[src/hdl/pese_pkg.sv]
// shared types and constants of the prefix expression stack evaluator
package pese_pkg;

  localparam logic [7:0] CH_PLUS  = 8'h2B;
  localparam logic [7:0] CH_MINUS = 8'h2D;
  localparam logic [7:0] CH_STAR  = 8'h2A;
  localparam logic [7:0] CH_SLASH = 8'h2F;
  localparam logic [7:0] CH_CARET = 8'h5E;
  localparam logic [7:0] CH_ZERO  = 8'h30;
  localparam logic [7:0] CH_NINE  = 8'h39;

  localparam logic [31:0] POP_EMPTY_VAL = 32'hFFFF_FFFF;

  localparam int FLAG_UNDER = 0;
  localparam int FLAG_DIVZ  = 1;
  localparam int FLAG_OVER  = 2;

  typedef struct packed {
    logic [7:0] char_code;
    logic       last_char;
  } in_item_t;

  typedef struct packed {
    logic signed [31:0] value;
    logic               underflow_seen;
    logic               div_zero_seen;
    logic               overflow_seen;
  } out_item_t;

  typedef enum logic [2:0] {
    OP_ADD,
    OP_SUB,
    OP_MUL,
    OP_DIV,
    OP_POW
  } op_t;

  typedef enum logic [2:0] {
    S_IDLE,
    S_POP,
    S_POPW,
    S_EXEC,
    S_ALUW,
    S_PUSH,
    S_EMIT
  } seq_st_t;

  typedef enum logic [1:0] {
    POP_A,
    POP_B,
    POP_FIN
  } pop_t;

  typedef enum logic [2:0] {
    A_IDLE,
    A_DIV,
    A_DFIX,
    A_PMUL,
    A_PSQR
  } alu_st_t;

  typedef struct packed {
    logic        start;
    op_t         op;
    logic [31:0] a;
    logic [31:0] b;
  } alu_req_t;

  typedef struct packed {
    logic        done;
    logic [31:0] result;
  } alu_rsp_t;

endpackage

[src/hdl/prefix_expression_stack_evaluator_core.sv]
// top level: sequencer, operand stack and result register of the prefix evaluator
//
// channel  direction  handshake            payload
// in_      input      in_valid/in_ready    in_data  (in_item_t)
// out_     output     out_valid/out_ready  out_data (out_item_t)
//
// one transaction in at a time; in_ready is high only while the sequencer is idle
// digit: S_PUSH; ignored character: S_IDLE only; operator: two pops (S_POP, S_POPW),
// S_EXEC, S_ALUW, S_PUSH; the unit divides one quotient bit a cycle and powers
// by one shared multiplier, square and multiply per exponent bit; last char: pop, S_EMIT
// a finished result waits in the output register; only the next S_EMIT stalls on it
// reset empties the stack and clears the flags; stack ram contents are not cleared
module prefix_expression_stack_evaluator_core
  import pese_pkg::*;
#(
  parameter int STACK_DEPTH = 16
) (
  input  logic      clk,
  input  logic      rst_n,
  input  logic      in_valid,
  output logic      in_ready,
  input  in_item_t  in_data,
  output logic      out_valid,
  input  logic      out_ready,
  output out_item_t out_data
);

  localparam int CNT_W  = $clog2(STACK_DEPTH + 1);
  localparam int ADDR_W = $clog2(STACK_DEPTH);

  seq_st_t     state_r, state_nxt;
  pop_t        pop_r, pop_nxt;
  op_t         op_r, op_nxt;
  logic        last_r, last_nxt;
  logic [31:0] a_r, a_nxt;
  logic [31:0] b_r, b_nxt;
  logic [31:0] push_val_r, push_val_nxt;
  logic [CNT_W-1:0] count_r, count_nxt;
  logic [2:0]  flags_r, flags_nxt;
  logic        out_valid_r, out_valid_nxt;
  out_item_t   out_data_r, out_data_nxt;

  logic [CNT_W-1:0]  cnt_dec;
  logic              ram_we;
  logic [ADDR_W-1:0] ram_waddr, ram_raddr;
  logic [31:0]       ram_rdata;
  logic              pop_done;
  logic [31:0]       pop_val;
  logic [7:0]        ch;
  alu_req_t          alu_req;
  alu_rsp_t          alu_rsp;

  assign cnt_dec   = count_r - CNT_W'(1);
  assign ram_waddr = count_r[ADDR_W-1:0];
  assign ram_raddr = cnt_dec[ADDR_W-1:0];
  assign ch        = in_data.char_code;

  pese_ram #(
    .WIDTH (32),
    .DEPTH (STACK_DEPTH)
  ) u_stack (
    .clk   (clk),
    .we    (ram_we),
    .waddr (ram_waddr),
    .wdata (push_val_r),
    .raddr (ram_raddr),
    .rdata (ram_rdata)
  );

  pese_alu u_alu (
    .clk   (clk),
    .rst_n (rst_n),
    .req   (alu_req),
    .rsp   (alu_rsp)
  );

  always_comb begin
    state_nxt     = state_r;
    pop_nxt       = pop_r;
    op_nxt        = op_r;
    last_nxt      = last_r;
    a_nxt         = a_r;
    b_nxt         = b_r;
    push_val_nxt  = push_val_r;
    count_nxt     = count_r;
    flags_nxt     = flags_r;
    out_data_nxt  = out_data_r;
    out_valid_nxt = out_valid_r & ~out_ready;
    ram_we        = 1'b0;
    pop_done      = 1'b0;
    pop_val       = ram_rdata;
    alu_req.start = 1'b0;
    alu_req.op    = op_r;
    alu_req.a     = a_r;
    alu_req.b     = b_r;
    in_ready      = (state_r == S_IDLE);
    unique case (state_r)
      S_IDLE: begin
        if (in_valid) begin
          last_nxt = in_data.last_char;
          if (ch >= CH_ZERO && ch <= CH_NINE) begin
            push_val_nxt = {24'd0, ch - CH_ZERO};
            state_nxt    = S_PUSH;
          end else if (ch == CH_PLUS || ch == CH_MINUS || ch == CH_STAR ||
                       ch == CH_SLASH || ch == CH_CARET) begin
            unique case (ch)
              CH_PLUS:  op_nxt = OP_ADD;
              CH_MINUS: op_nxt = OP_SUB;
              CH_STAR:  op_nxt = OP_MUL;
              CH_SLASH: op_nxt = OP_DIV;
              default:  op_nxt = OP_POW;
            endcase
            pop_nxt   = POP_A;
            state_nxt = S_POP;
          end else if (in_data.last_char) begin
            pop_nxt   = POP_FIN;
            state_nxt = S_POP;
          end
        end
      end
      S_POP: begin
        if (count_r == '0) begin
          flags_nxt[FLAG_UNDER] = 1'b1;
          pop_val  = POP_EMPTY_VAL;
          pop_done = 1'b1;
        end else begin
          count_nxt = cnt_dec;
          state_nxt = S_POPW;
        end
      end
      S_POPW: begin
        pop_done = 1'b1;
      end
      S_EXEC: begin
        if (op_r == OP_DIV && b_r == 32'd0) begin
          flags_nxt[FLAG_DIVZ] = 1'b1;
          if (last_r) begin
            pop_nxt   = POP_FIN;
            state_nxt = S_POP;
          end else begin
            state_nxt = S_IDLE;
          end
        end else begin
          alu_req.start = 1'b1;
          state_nxt     = S_ALUW;
        end
      end
      S_ALUW: begin
        if (alu_rsp.done) begin
          push_val_nxt = alu_rsp.result;
          state_nxt    = S_PUSH;
        end
      end
      S_PUSH: begin
        if (count_r == CNT_W'(STACK_DEPTH)) begin
          flags_nxt[FLAG_OVER] = 1'b1;
        end else begin
          ram_we    = 1'b1;
          count_nxt = count_r + CNT_W'(1);
        end
        if (last_r) begin
          pop_nxt   = POP_FIN;
          state_nxt = S_POP;
        end else begin
          state_nxt = S_IDLE;
        end
      end
      S_EMIT: begin
        if (!out_valid_r || out_ready) begin
          out_valid_nxt               = 1'b1;
          out_data_nxt.value          = a_r;
          out_data_nxt.underflow_seen = flags_r[FLAG_UNDER];
          out_data_nxt.div_zero_seen  = flags_r[FLAG_DIVZ];
          out_data_nxt.overflow_seen  = flags_r[FLAG_OVER];
          count_nxt                   = '0;
          flags_nxt                   = '0;
          state_nxt                   = S_IDLE;
        end
      end
      default: begin
        state_nxt = S_IDLE;
      end
    endcase

    if (pop_done) begin
      unique case (pop_r)
        POP_A: begin
          a_nxt     = pop_val;
          pop_nxt   = POP_B;
          state_nxt = S_POP;
        end
        POP_B: begin
          b_nxt     = pop_val;
          state_nxt = S_EXEC;
        end
        default: begin
          a_nxt     = pop_val;
          state_nxt = S_EMIT;
        end
      endcase
    end
  end

  always_ff @(posedge clk) begin
    if (!rst_n) begin
      state_r     <= S_IDLE;
      count_r     <= '0;
      flags_r     <= '0;
      out_valid_r <= 1'b0;
      pop_r       <= POP_A;
      last_r      <= 1'b0;
    end else begin
      state_r     <= state_nxt;
      count_r     <= count_nxt;
      flags_r     <= flags_nxt;
      out_valid_r <= out_valid_nxt;
      pop_r       <= pop_nxt;
      last_r      <= last_nxt;
    end
  end

  always_ff @(posedge clk) begin
    op_r       <= op_nxt;
    a_r        <= a_nxt;
    b_r        <= b_nxt;
    push_val_r <= push_val_nxt;
    out_data_r <= out_data_nxt;
  end

  assign out_valid = out_valid_r;
  assign out_data  = out_data_r;

endmodule

[src/hdl/pese_ram.sv]
// generic single write, single read ram with registered read data
module pese_ram #(
  parameter int WIDTH = 32,
  parameter int DEPTH = 16
) (
  input  logic                     clk,
  input  logic                     we,
  input  logic [$clog2(DEPTH)-1:0] waddr,
  input  logic [WIDTH-1:0]         wdata,
  input  logic [$clog2(DEPTH)-1:0] raddr,
  output logic [WIDTH-1:0]         rdata
);

  logic [WIDTH-1:0] mem [DEPTH];

  always_ff @(posedge clk) begin
    if (we) begin
      mem[waddr] <= wdata;
    end
    rdata <= mem[raddr];
  end

endmodule

[src/hdl/pese_alu.sv]
// shared iterative arithmetic unit: add, subtract, multiply, divide, power
module pese_alu
  import pese_pkg::*;
(
  input  logic     clk,
  input  logic     rst_n,
  input  alu_req_t req,
  output alu_rsp_t rsp
);

  alu_st_t     st_r, st_nxt;
  logic [31:0] acc_r, acc_nxt;
  logic [31:0] base_r, base_nxt;
  logic [31:0] exp_r, exp_nxt;
  logic [31:0] rem_r, rem_nxt;
  logic [4:0]  cnt_r, cnt_nxt;
  logic        neg_r, neg_nxt;
  logic [31:0] res_r, res_nxt;
  logic        done_r, done_nxt;

  logic [31:0] mul_x, mul_y, prod;
  logic [32:0] rem_sh, diff;
  logic        ge;

  assign prod   = mul_x * mul_y;
  assign rem_sh = {rem_r, acc_r[31]};
  assign diff   = rem_sh - {1'b0, base_r};
  assign ge     = ~diff[32];

  always_comb begin
    st_nxt   = st_r;
    acc_nxt  = acc_r;
    base_nxt = base_r;
    exp_nxt  = exp_r;
    rem_nxt  = rem_r;
    cnt_nxt  = cnt_r;
    neg_nxt  = neg_r;
    res_nxt  = res_r;
    done_nxt = 1'b0;
    mul_x    = req.a;
    mul_y    = req.b;
    unique case (st_r)
      A_IDLE: begin
        if (req.start) begin
          unique case (req.op)
            OP_ADD: begin
              res_nxt  = req.a + req.b;
              done_nxt = 1'b1;
            end
            OP_SUB: begin
              res_nxt  = req.a - req.b;
              done_nxt = 1'b1;
            end
            OP_MUL: begin
              res_nxt  = prod;
              done_nxt = 1'b1;
            end
            OP_DIV: begin
              acc_nxt  = req.a[31] ? (32'd0 - req.a) : req.a;
              base_nxt = req.b[31] ? (32'd0 - req.b) : req.b;
              rem_nxt  = '0;
              cnt_nxt  = '0;
              neg_nxt  = req.a[31] ^ req.b[31];
              st_nxt   = A_DIV;
            end
            OP_POW: begin
              if (req.b == 32'd0 || req.b[31]) begin
                res_nxt  = 32'd1;
                done_nxt = 1'b1;
              end else begin
                acc_nxt  = 32'd1;
                base_nxt = req.a;
                exp_nxt  = req.b;
                st_nxt   = A_PMUL;
              end
            end
            default: begin
              res_nxt  = '0;
              done_nxt = 1'b1;
            end
          endcase
        end
      end
      A_DIV: begin
        rem_nxt = ge ? diff[31:0] : rem_sh[31:0];
        acc_nxt = {acc_r[30:0], ge};
        cnt_nxt = cnt_r + 5'd1;
        if (cnt_r == 5'd31) begin
          st_nxt = A_DFIX;
        end
      end
      A_DFIX: begin
        res_nxt  = neg_r ? (32'd0 - acc_r) : acc_r;
        done_nxt = 1'b1;
        st_nxt   = A_IDLE;
      end
      A_PMUL: begin
        mul_x = exp_r[0] ? acc_r : base_r;
        mul_y = base_r;
        if (exp_r[0]) begin
          acc_nxt = prod;
          if (exp_r == 32'd1) begin
            res_nxt  = prod;
            done_nxt = 1'b1;
            st_nxt   = A_IDLE;
          end else begin
            st_nxt = A_PSQR;
          end
        end else begin
          base_nxt = prod;
          exp_nxt  = {1'b0, exp_r[31:1]};
        end
      end
      A_PSQR: begin
        mul_x    = base_r;
        mul_y    = base_r;
        base_nxt = prod;
        exp_nxt  = {1'b0, exp_r[31:1]};
        st_nxt   = A_PMUL;
      end
      default: begin
        st_nxt = A_IDLE;
      end
    endcase
  end

  always_ff @(posedge clk) begin
    if (!rst_n) begin
      st_r   <= A_IDLE;
      done_r <= 1'b0;
    end else begin
      st_r   <= st_nxt;
      done_r <= done_nxt;
    end
  end

  always_ff @(posedge clk) begin
    acc_r  <= acc_nxt;
    base_r <= base_nxt;
    exp_r  <= exp_nxt;
    rem_r  <= rem_nxt;
    cnt_r  <= cnt_nxt;
    neg_r  <= neg_nxt;
    res_r  <= res_nxt;
  end

  assign rsp.done   = done_r;
  assign rsp.result = res_r;

endmodule

[config.mk]
export PLATFORM = sky130hd
export DESIGN_NAME = prefix_expression_stack_evaluator_core
export DESIGN_NICKNAME = d
export VERILOG_FILES = /design/src/hdl/pese_pkg.sv /design/src/hdl/prefix_expression_stack_evaluator_core.sv /design/src/hdl/pese_ram.sv /design/src/hdl/pese_alu.sv
export SDC_FILE = /design/constraint.sdc
export NUM_CORES = 2
export LEC_CHECK = 0
export ABC_CLOCK_PERIOD_IN_PS = 18500
export BUFFER_PORTS_ARGS = -buffer_cell sky130_fd_sc_hd__buf_4
export CAP_MARGIN = 20
export CORE_MARGIN = 2
export CORE_UTILIZATION = 39
export CTS_CLUSTER_DIAMETER = 200
export DETAILED_ROUTE_END_ITERATION = 12
export GPL_ROUTABILITY_DRIVEN = 0
export PLACE_DENSITY = 0.55
export SLEW_MARGIN = 30
export SYNTH_ARGS = -nofsm -noshare
export SYNTH_HDL_FRONTEND = slang
export SYNTH_SLANG_ARGS = --single-unit
[constraint.sdc]
create_clock -name clk -period 18.5 [get_ports clk]
set_input_delay 2.775 -clock clk [delete_from_list [all_inputs] [get_ports clk]]
set_output_delay 2.775 -clock clk [all_outputs]
set_load 0.01 [all_outputs]
### After elaboration in Yosys (flattened, before gate mapping)

Memories as Yosys holds them, arrays and structs flattened. A register that Yosys moved wholly into a read port is not among the register bits.
Index checks and enable logic that the tools add are counted.
Widths: inputs -> output; s select.

* add/subtract/negate cells: 10
* multiply operators: 1
* $lt $le $gt $ge: 2
* eq/ne operators: 50
* mux-type cells: 95
* bitwise operators: 6
* reductions and logical operators: 44

Operator list (count)
* $mux 32: 27
* $pmux 32 s3: 4
* $pmux 32 s2: 5
* $pmux 32 s5: 1
* $sub 1x32->32 const A: 3
* $mux 3: 14
* $sub 33x32->33: 1
* $add 32x32->32: 1
* $eq 32x1->1 const B: 1
* $eq 8x6->1 const B: 4
* $logic_not 32->1: 1
* $mul 32x32->32: 1
* $sub 32x32->32: 1
* $ne 2x2->1 const B: 14
* $mux 5: 5
* $pmux 3 s4: 2
* $pmux 3 s7: 1
* $reduce_and 5->1: 4
* $eq 3x2->1 const B: 6
* $mux 1: 17
* $mux 2: 8
* $reduce_and 4->1: 4
* $eq 3x3->1 const B: 5
* $pmux 5 s3: 1
* 33 further kinds: 77

* flip-flop bits (word level): 319
* memory bits (writable): 512
* input bits: 13
* output and inout port bits: 37
* word-level logic and storage cells: 235
* memories: 1

Memory list
* u_stack.mem: depth 16, width 32, read ports 1, clocked after memory_dff 1, write ports 1, RTL line pese_ram.sv:14 `logic [WIDTH-1:0] mem [DEPTH];`

### Logic depth before layout (Yosys ltp)

* word-level depth: 11
* depth in mapped cells: 36
* depth with buffers taken out: 30

### Hierarchy

From an unflattened synthesis, not the netlist that was laid out.

* cell total of the unflattened synthesis: 4691
* area, all modules: 55762.2 um^2

Modules (own cells, without submodules)
* pese_alu: times used 1, cells an instance 3460, area each 30077.6 um^2, seq. area each 5064.9 um^2
* pese_ram: times used 1, cells an instance 838, area each 19835.3 um^2, seq. area each 16015.4 um^2
* prefix_expression_stack_evaluator_core: times used 1, cells an instance 393, area each 5849.4 um^2, seq. area each 4324.1 um^2

### Worst setup path before layout

OpenSTA, ideal clock, no wires.

* path type: register -> register
* start: register u_alu.st_r[2]
* end: register u_alu.acc_r[31] (data pin)
* setup time: 0.261 ns
* arrival time: 8.347 ns
* path slack: 9.892 ns
* stages on the path, launching flop included: 34
* path buffers: 6
* path through: dfxtp_1 and3b_1 buf_4 nor2_1 buf_6 buf_2 buf_2 buf_1 clkbuf_1 nand2_1 o21ai_1 nand2_1 fa_1 inv_1 fa_1 inv_1 fa_1 inv_1 fa_1 fa_1 inv_1 fa_1 fa_1 fa_1 xnor2_1 xnor2_1 xnor2_1 xnor2_1 xnor2_1 xnor2_1 xnor3_1 xnor3_1 xnor2_1 a221o_1

* longest elaborated chain between the ends: 6

Ends and longest elaborated chain
* start: declaration: RTL line pese_alu.sv:11 `alu_st_t st_r, st_nxt;`
* start signal: assignment: RTL line pese_alu.sv:132 `st_r <= st_nxt;`
* $eq 3x3->1 / $eq 3x2->1 (equally long branches): RTL line pese_alu.sv:42 `unique case (st_r)`
* $reduce_or 2->1 (no line)
* $mux 32: RTL line pese_alu.sv:42
* $mul 32x32->32: RTL line pese_alu.sv:25 `assign prod = mul_x * mul_y;`
* $mux 32: RTL line pese_alu.sv:100 `if (exp_r[0]) begin`
* $pmux 32 s3 *: RTL line pese_alu.sv:42
* via u_alu.acc_nxt[31]: RTL line pese_alu.sv:12 `logic [31:0] acc_r, acc_nxt;`
* end signal: assignment: RTL line pese_alu.sv:138 `acc_r <= acc_nxt;`
* end: declaration: RTL line pese_alu.sv:12

The timed path passes the listed nets; every way through them passes the cells marked *. The select of a mux whose other input is x is not followed.
A chain may end at the register's enable or synchronous reset.

### Final worst setup path

* start: register u_alu.st_r[2]
* end: register u_alu.res_r[30] (data pin)

* longest elaborated chain between the ends: 7

Ends and longest elaborated chain
* $eq 3x3->1 / $eq 3x2->1 (equally long branches): RTL line pese_alu.sv:42
* $reduce_or 2->1 (no line)
* $mux 32: RTL line pese_alu.sv:42
* $mul 32x32->32: RTL line pese_alu.sv:25
* $pmux 32 s5 / $mux 32 (equally long branches): RTL line pese_alu.sv:45, pese_alu.sv:102
* $mux 32, on equally long branches: RTL line pese_alu.sv:44, pese_alu.sv:100
* $pmux 32 s3 *: RTL line pese_alu.sv:42
* via u_alu.res_nxt[30]: RTL line pese_alu.sv:18 `logic [31:0] res_r, res_nxt;`
* end signal: assignment: RTL line pese_alu.sv:144 `res_r <= res_nxt;`
* end: declaration: RTL line pese_alu.sv:18

Marks and branches as above.

==> results.cfg <==
[status]
status = finished clean

[worst_hold_path]
min_path_type = flip-flop to flip-flop

[synth]
yosysWarnings = 0
synth_area_leaders = edfxtp_1, fa_1, mux4_2
syn_nets = 5159
ys.flop_type = edfxtp_1
netlist_instances = 4536
yosysMostFrequentCell = edfxtp_1
ys_ff_latch = 863
synth-edff-count = 812
seq_area_frac_synth = 0.4594
async_reset_ff_frac = 0
synth_common_cells = edfxtp_1, nor2_1, inv_1, fa_1, nand2_1
post_synth.cell_area_avg_sq_um = 12.19
syn-cell-area_sq_um = 55300
yosysTopAreaCell = edfxtp_1
netlist.area_leader.share = 0.4409
synth_cell_types = 85

[setup_path]
critPathKind = flip-flop to flip-flop
cp.required_ns = 18.86
arrival_ns = 11.52
cp_slowest_cell = buf_4
worst_path_most_repeated_cell = fa_1
cp-start-kind = flip-flop
cp_max_fo = 89
cp-end-kind = flip-flop
critPathMaxStageDelay_ns = 0.83

[grt]
grt_max_degree = 90
grt_pass1_vias = 36945
grt_pass1_wl_mm = 253.9
antenna_found_initial = 3
gr-total-overflow = 0
grt_usage = 0.2375

[route]
ant_nets = 0
drtPass1Iterations = 9
drt_iter0_drc = 4230
via_per_inst = 5.675
via_count = 36987
wl_per_cell_microns = 26.56
drt-total-wl_mm = 173.1
drc = 0

[cts]
post_cts_resized = 0
postCtsSetupRepairBufs = 0
ctsHtreeMaxLevel = 3
root_buffer = clkbuf_16
clock_latency_ns = 0.70
cts_tree = done
hold_buffers = 0
cts_made_buffers = 86
clock_sinks = 863
clkTransAtPathRegs_ns = 0.06
cts_buffer_depth = 3

[floorplan]
rows = 138
die_h_microns = 380.6
initial_core_util = 0.3920
die_width_microns = 380.6
core_area_sq_um = 141100
ios = 50
die_area_sq_um = 144800

[layout]
stdcell_area_sq_um = 61240
regMostFlops = u_stack.mem
nets = 5176
drive_gt1_frac = 0.1248
largest_reg_flops = 512
syn2layout_area_growth_pct = 10.73
post-route-util = 0.4341

[timing]
fin_crit_sh = 0.6030
achievable-frequency_mhz = 89.64
tightest_slew_ns = 1.021
finalClockSkew_ns = 0.05573
final.setup.tns_ns = 0
max_slew_margin = 0.3123
rsz0062_at_grt = false
hold_ws_ns = 0.4451
post-route-min-period_ns = 11.16
hold_viol = 0
setup_viol = 0
finalMaxSlewViolations = 0

[job]
maxCapViolCount = 0

[placed_design]
placed_cell_area_sq_um = 58250
post-dp-hpwl_mm = 122.7
io_buffers = 49
critical path, delay by kind of cell, from the launching register on:
kind,cells,cell delay (ns)
AND/OR/NAND/NOR,5,1.87
flip-flops,1,0.77
XOR/XNOR,1,0.36
buffers and inverters,4,1.01
AO/OA/AOI/OAI,9,2.79
adder cells (fa/ha/maj),9,3.99
layout by cell type, fill, tap and decap left out, types with 17 or more instances in the layout:
cell type | synthesis | routed
edfxtp_1 | 812 | 812
nor2_1 | 499 | 480
inv_1 | 462 | 461
fa_1 | 410 | 410
nand2_1 | 387 | 386
ha_1 | 200 | 199
buf_4 | 4 | 162
mux4_2 | 160 | 160
o21ai_0 | 143 | 135
a21oi_1 | 128 | 127
xor2_1 | 127 | 126
xnor2_1 | 121 | 119
clkbuf_16 | 0 | 86
nand2b_1 | 64 | 64
mux2i_1 | 69 | 60
a21o_1 | 53 | 53
or2_2 | 50 | 50
dfxtp_1 | 51 | 49
o31ai_1 | 39 | 39
a22oi_1 | 38 | 38
and3_1 | 36 | 36
o22ai_1 | 28 | 28
nor3_1 | 28 | 26
a22o_1 | 26 | 26
a222oi_1 | 25 | 25
or3_1 | 25 | 25
nand3_1 | 24 | 24
nor2b_1 | 24 | 23
o221ai_1 | 23 | 23
clkbuf_1 | 185 | 22
nor2_4 | 0 | 18
o211ai_1 | 18 | 18
o21a_1 | 17 | 17
layout make-up:
class / instances / area, sq um
fill: 13065 / 79830
multi-input combinational: 2973 / 27500
sequential: 863 / 25410
tap: 1890 / 2365
clock buffer: 112 / 2290
inverter: 462 / 1734
timing repair buffer: 167 / 1301
clock inverter: 48 / 624.3
antenna: 3 / 7.507
routing by layer:
layer / wire length, microns / GRT usage / vias up
met3: 15340 / 0.04405 / 320
met5: 13 / 0 / -
met1: 71920 / 0.3310 / 18962
met2: 78770 / 0.3690 / 1743
li1: - / - / 15960
met4: 7107 / 0.09061 / 2
kinds of logic (layout without fill, tap and decap cells):
group	Yosys count	after routing	synth area share
adder cells (fa/ha/maj)	610	610	0.1937
AND/OR/NAND/NOR	1223	1223	0.09860
other	0	3	0
AO/OA/AOI/OAI	652	652	0.07959
multiplexers	235	235	0.07887
flip-flops	863	863	0.4594
XOR/XNOR	253	253	0.04131
buffers and inverters	700	789	0.04858
worst paths after layout:
path	start	end	slack (ns)	cells past startpoint
min reg2reg	flags_r[1]	out_data[1]	0.45	0
max	u_alu.st_r[2]	u_alu.res_r[30]	7.34	28
min	flags_r[1]	out_data[1]	0.45	0
max reg2reg	u_alu.st_r[2]	u_alu.res_r[30]	7.34	28
stage by stage:
step           cells  worst slack [ns]
2_1_floorplan   4536             9.892
3_3_place_gp    6352             7.515
3_5_place_dp    6353             7.321
4_1_cts         6513             7.254
5_1_grt         6515             6.869
6_report        6518             7.345
Power is not shown: default switching activity piles up to over one toggle a cycle in this logic, so the estimate is an artifact.
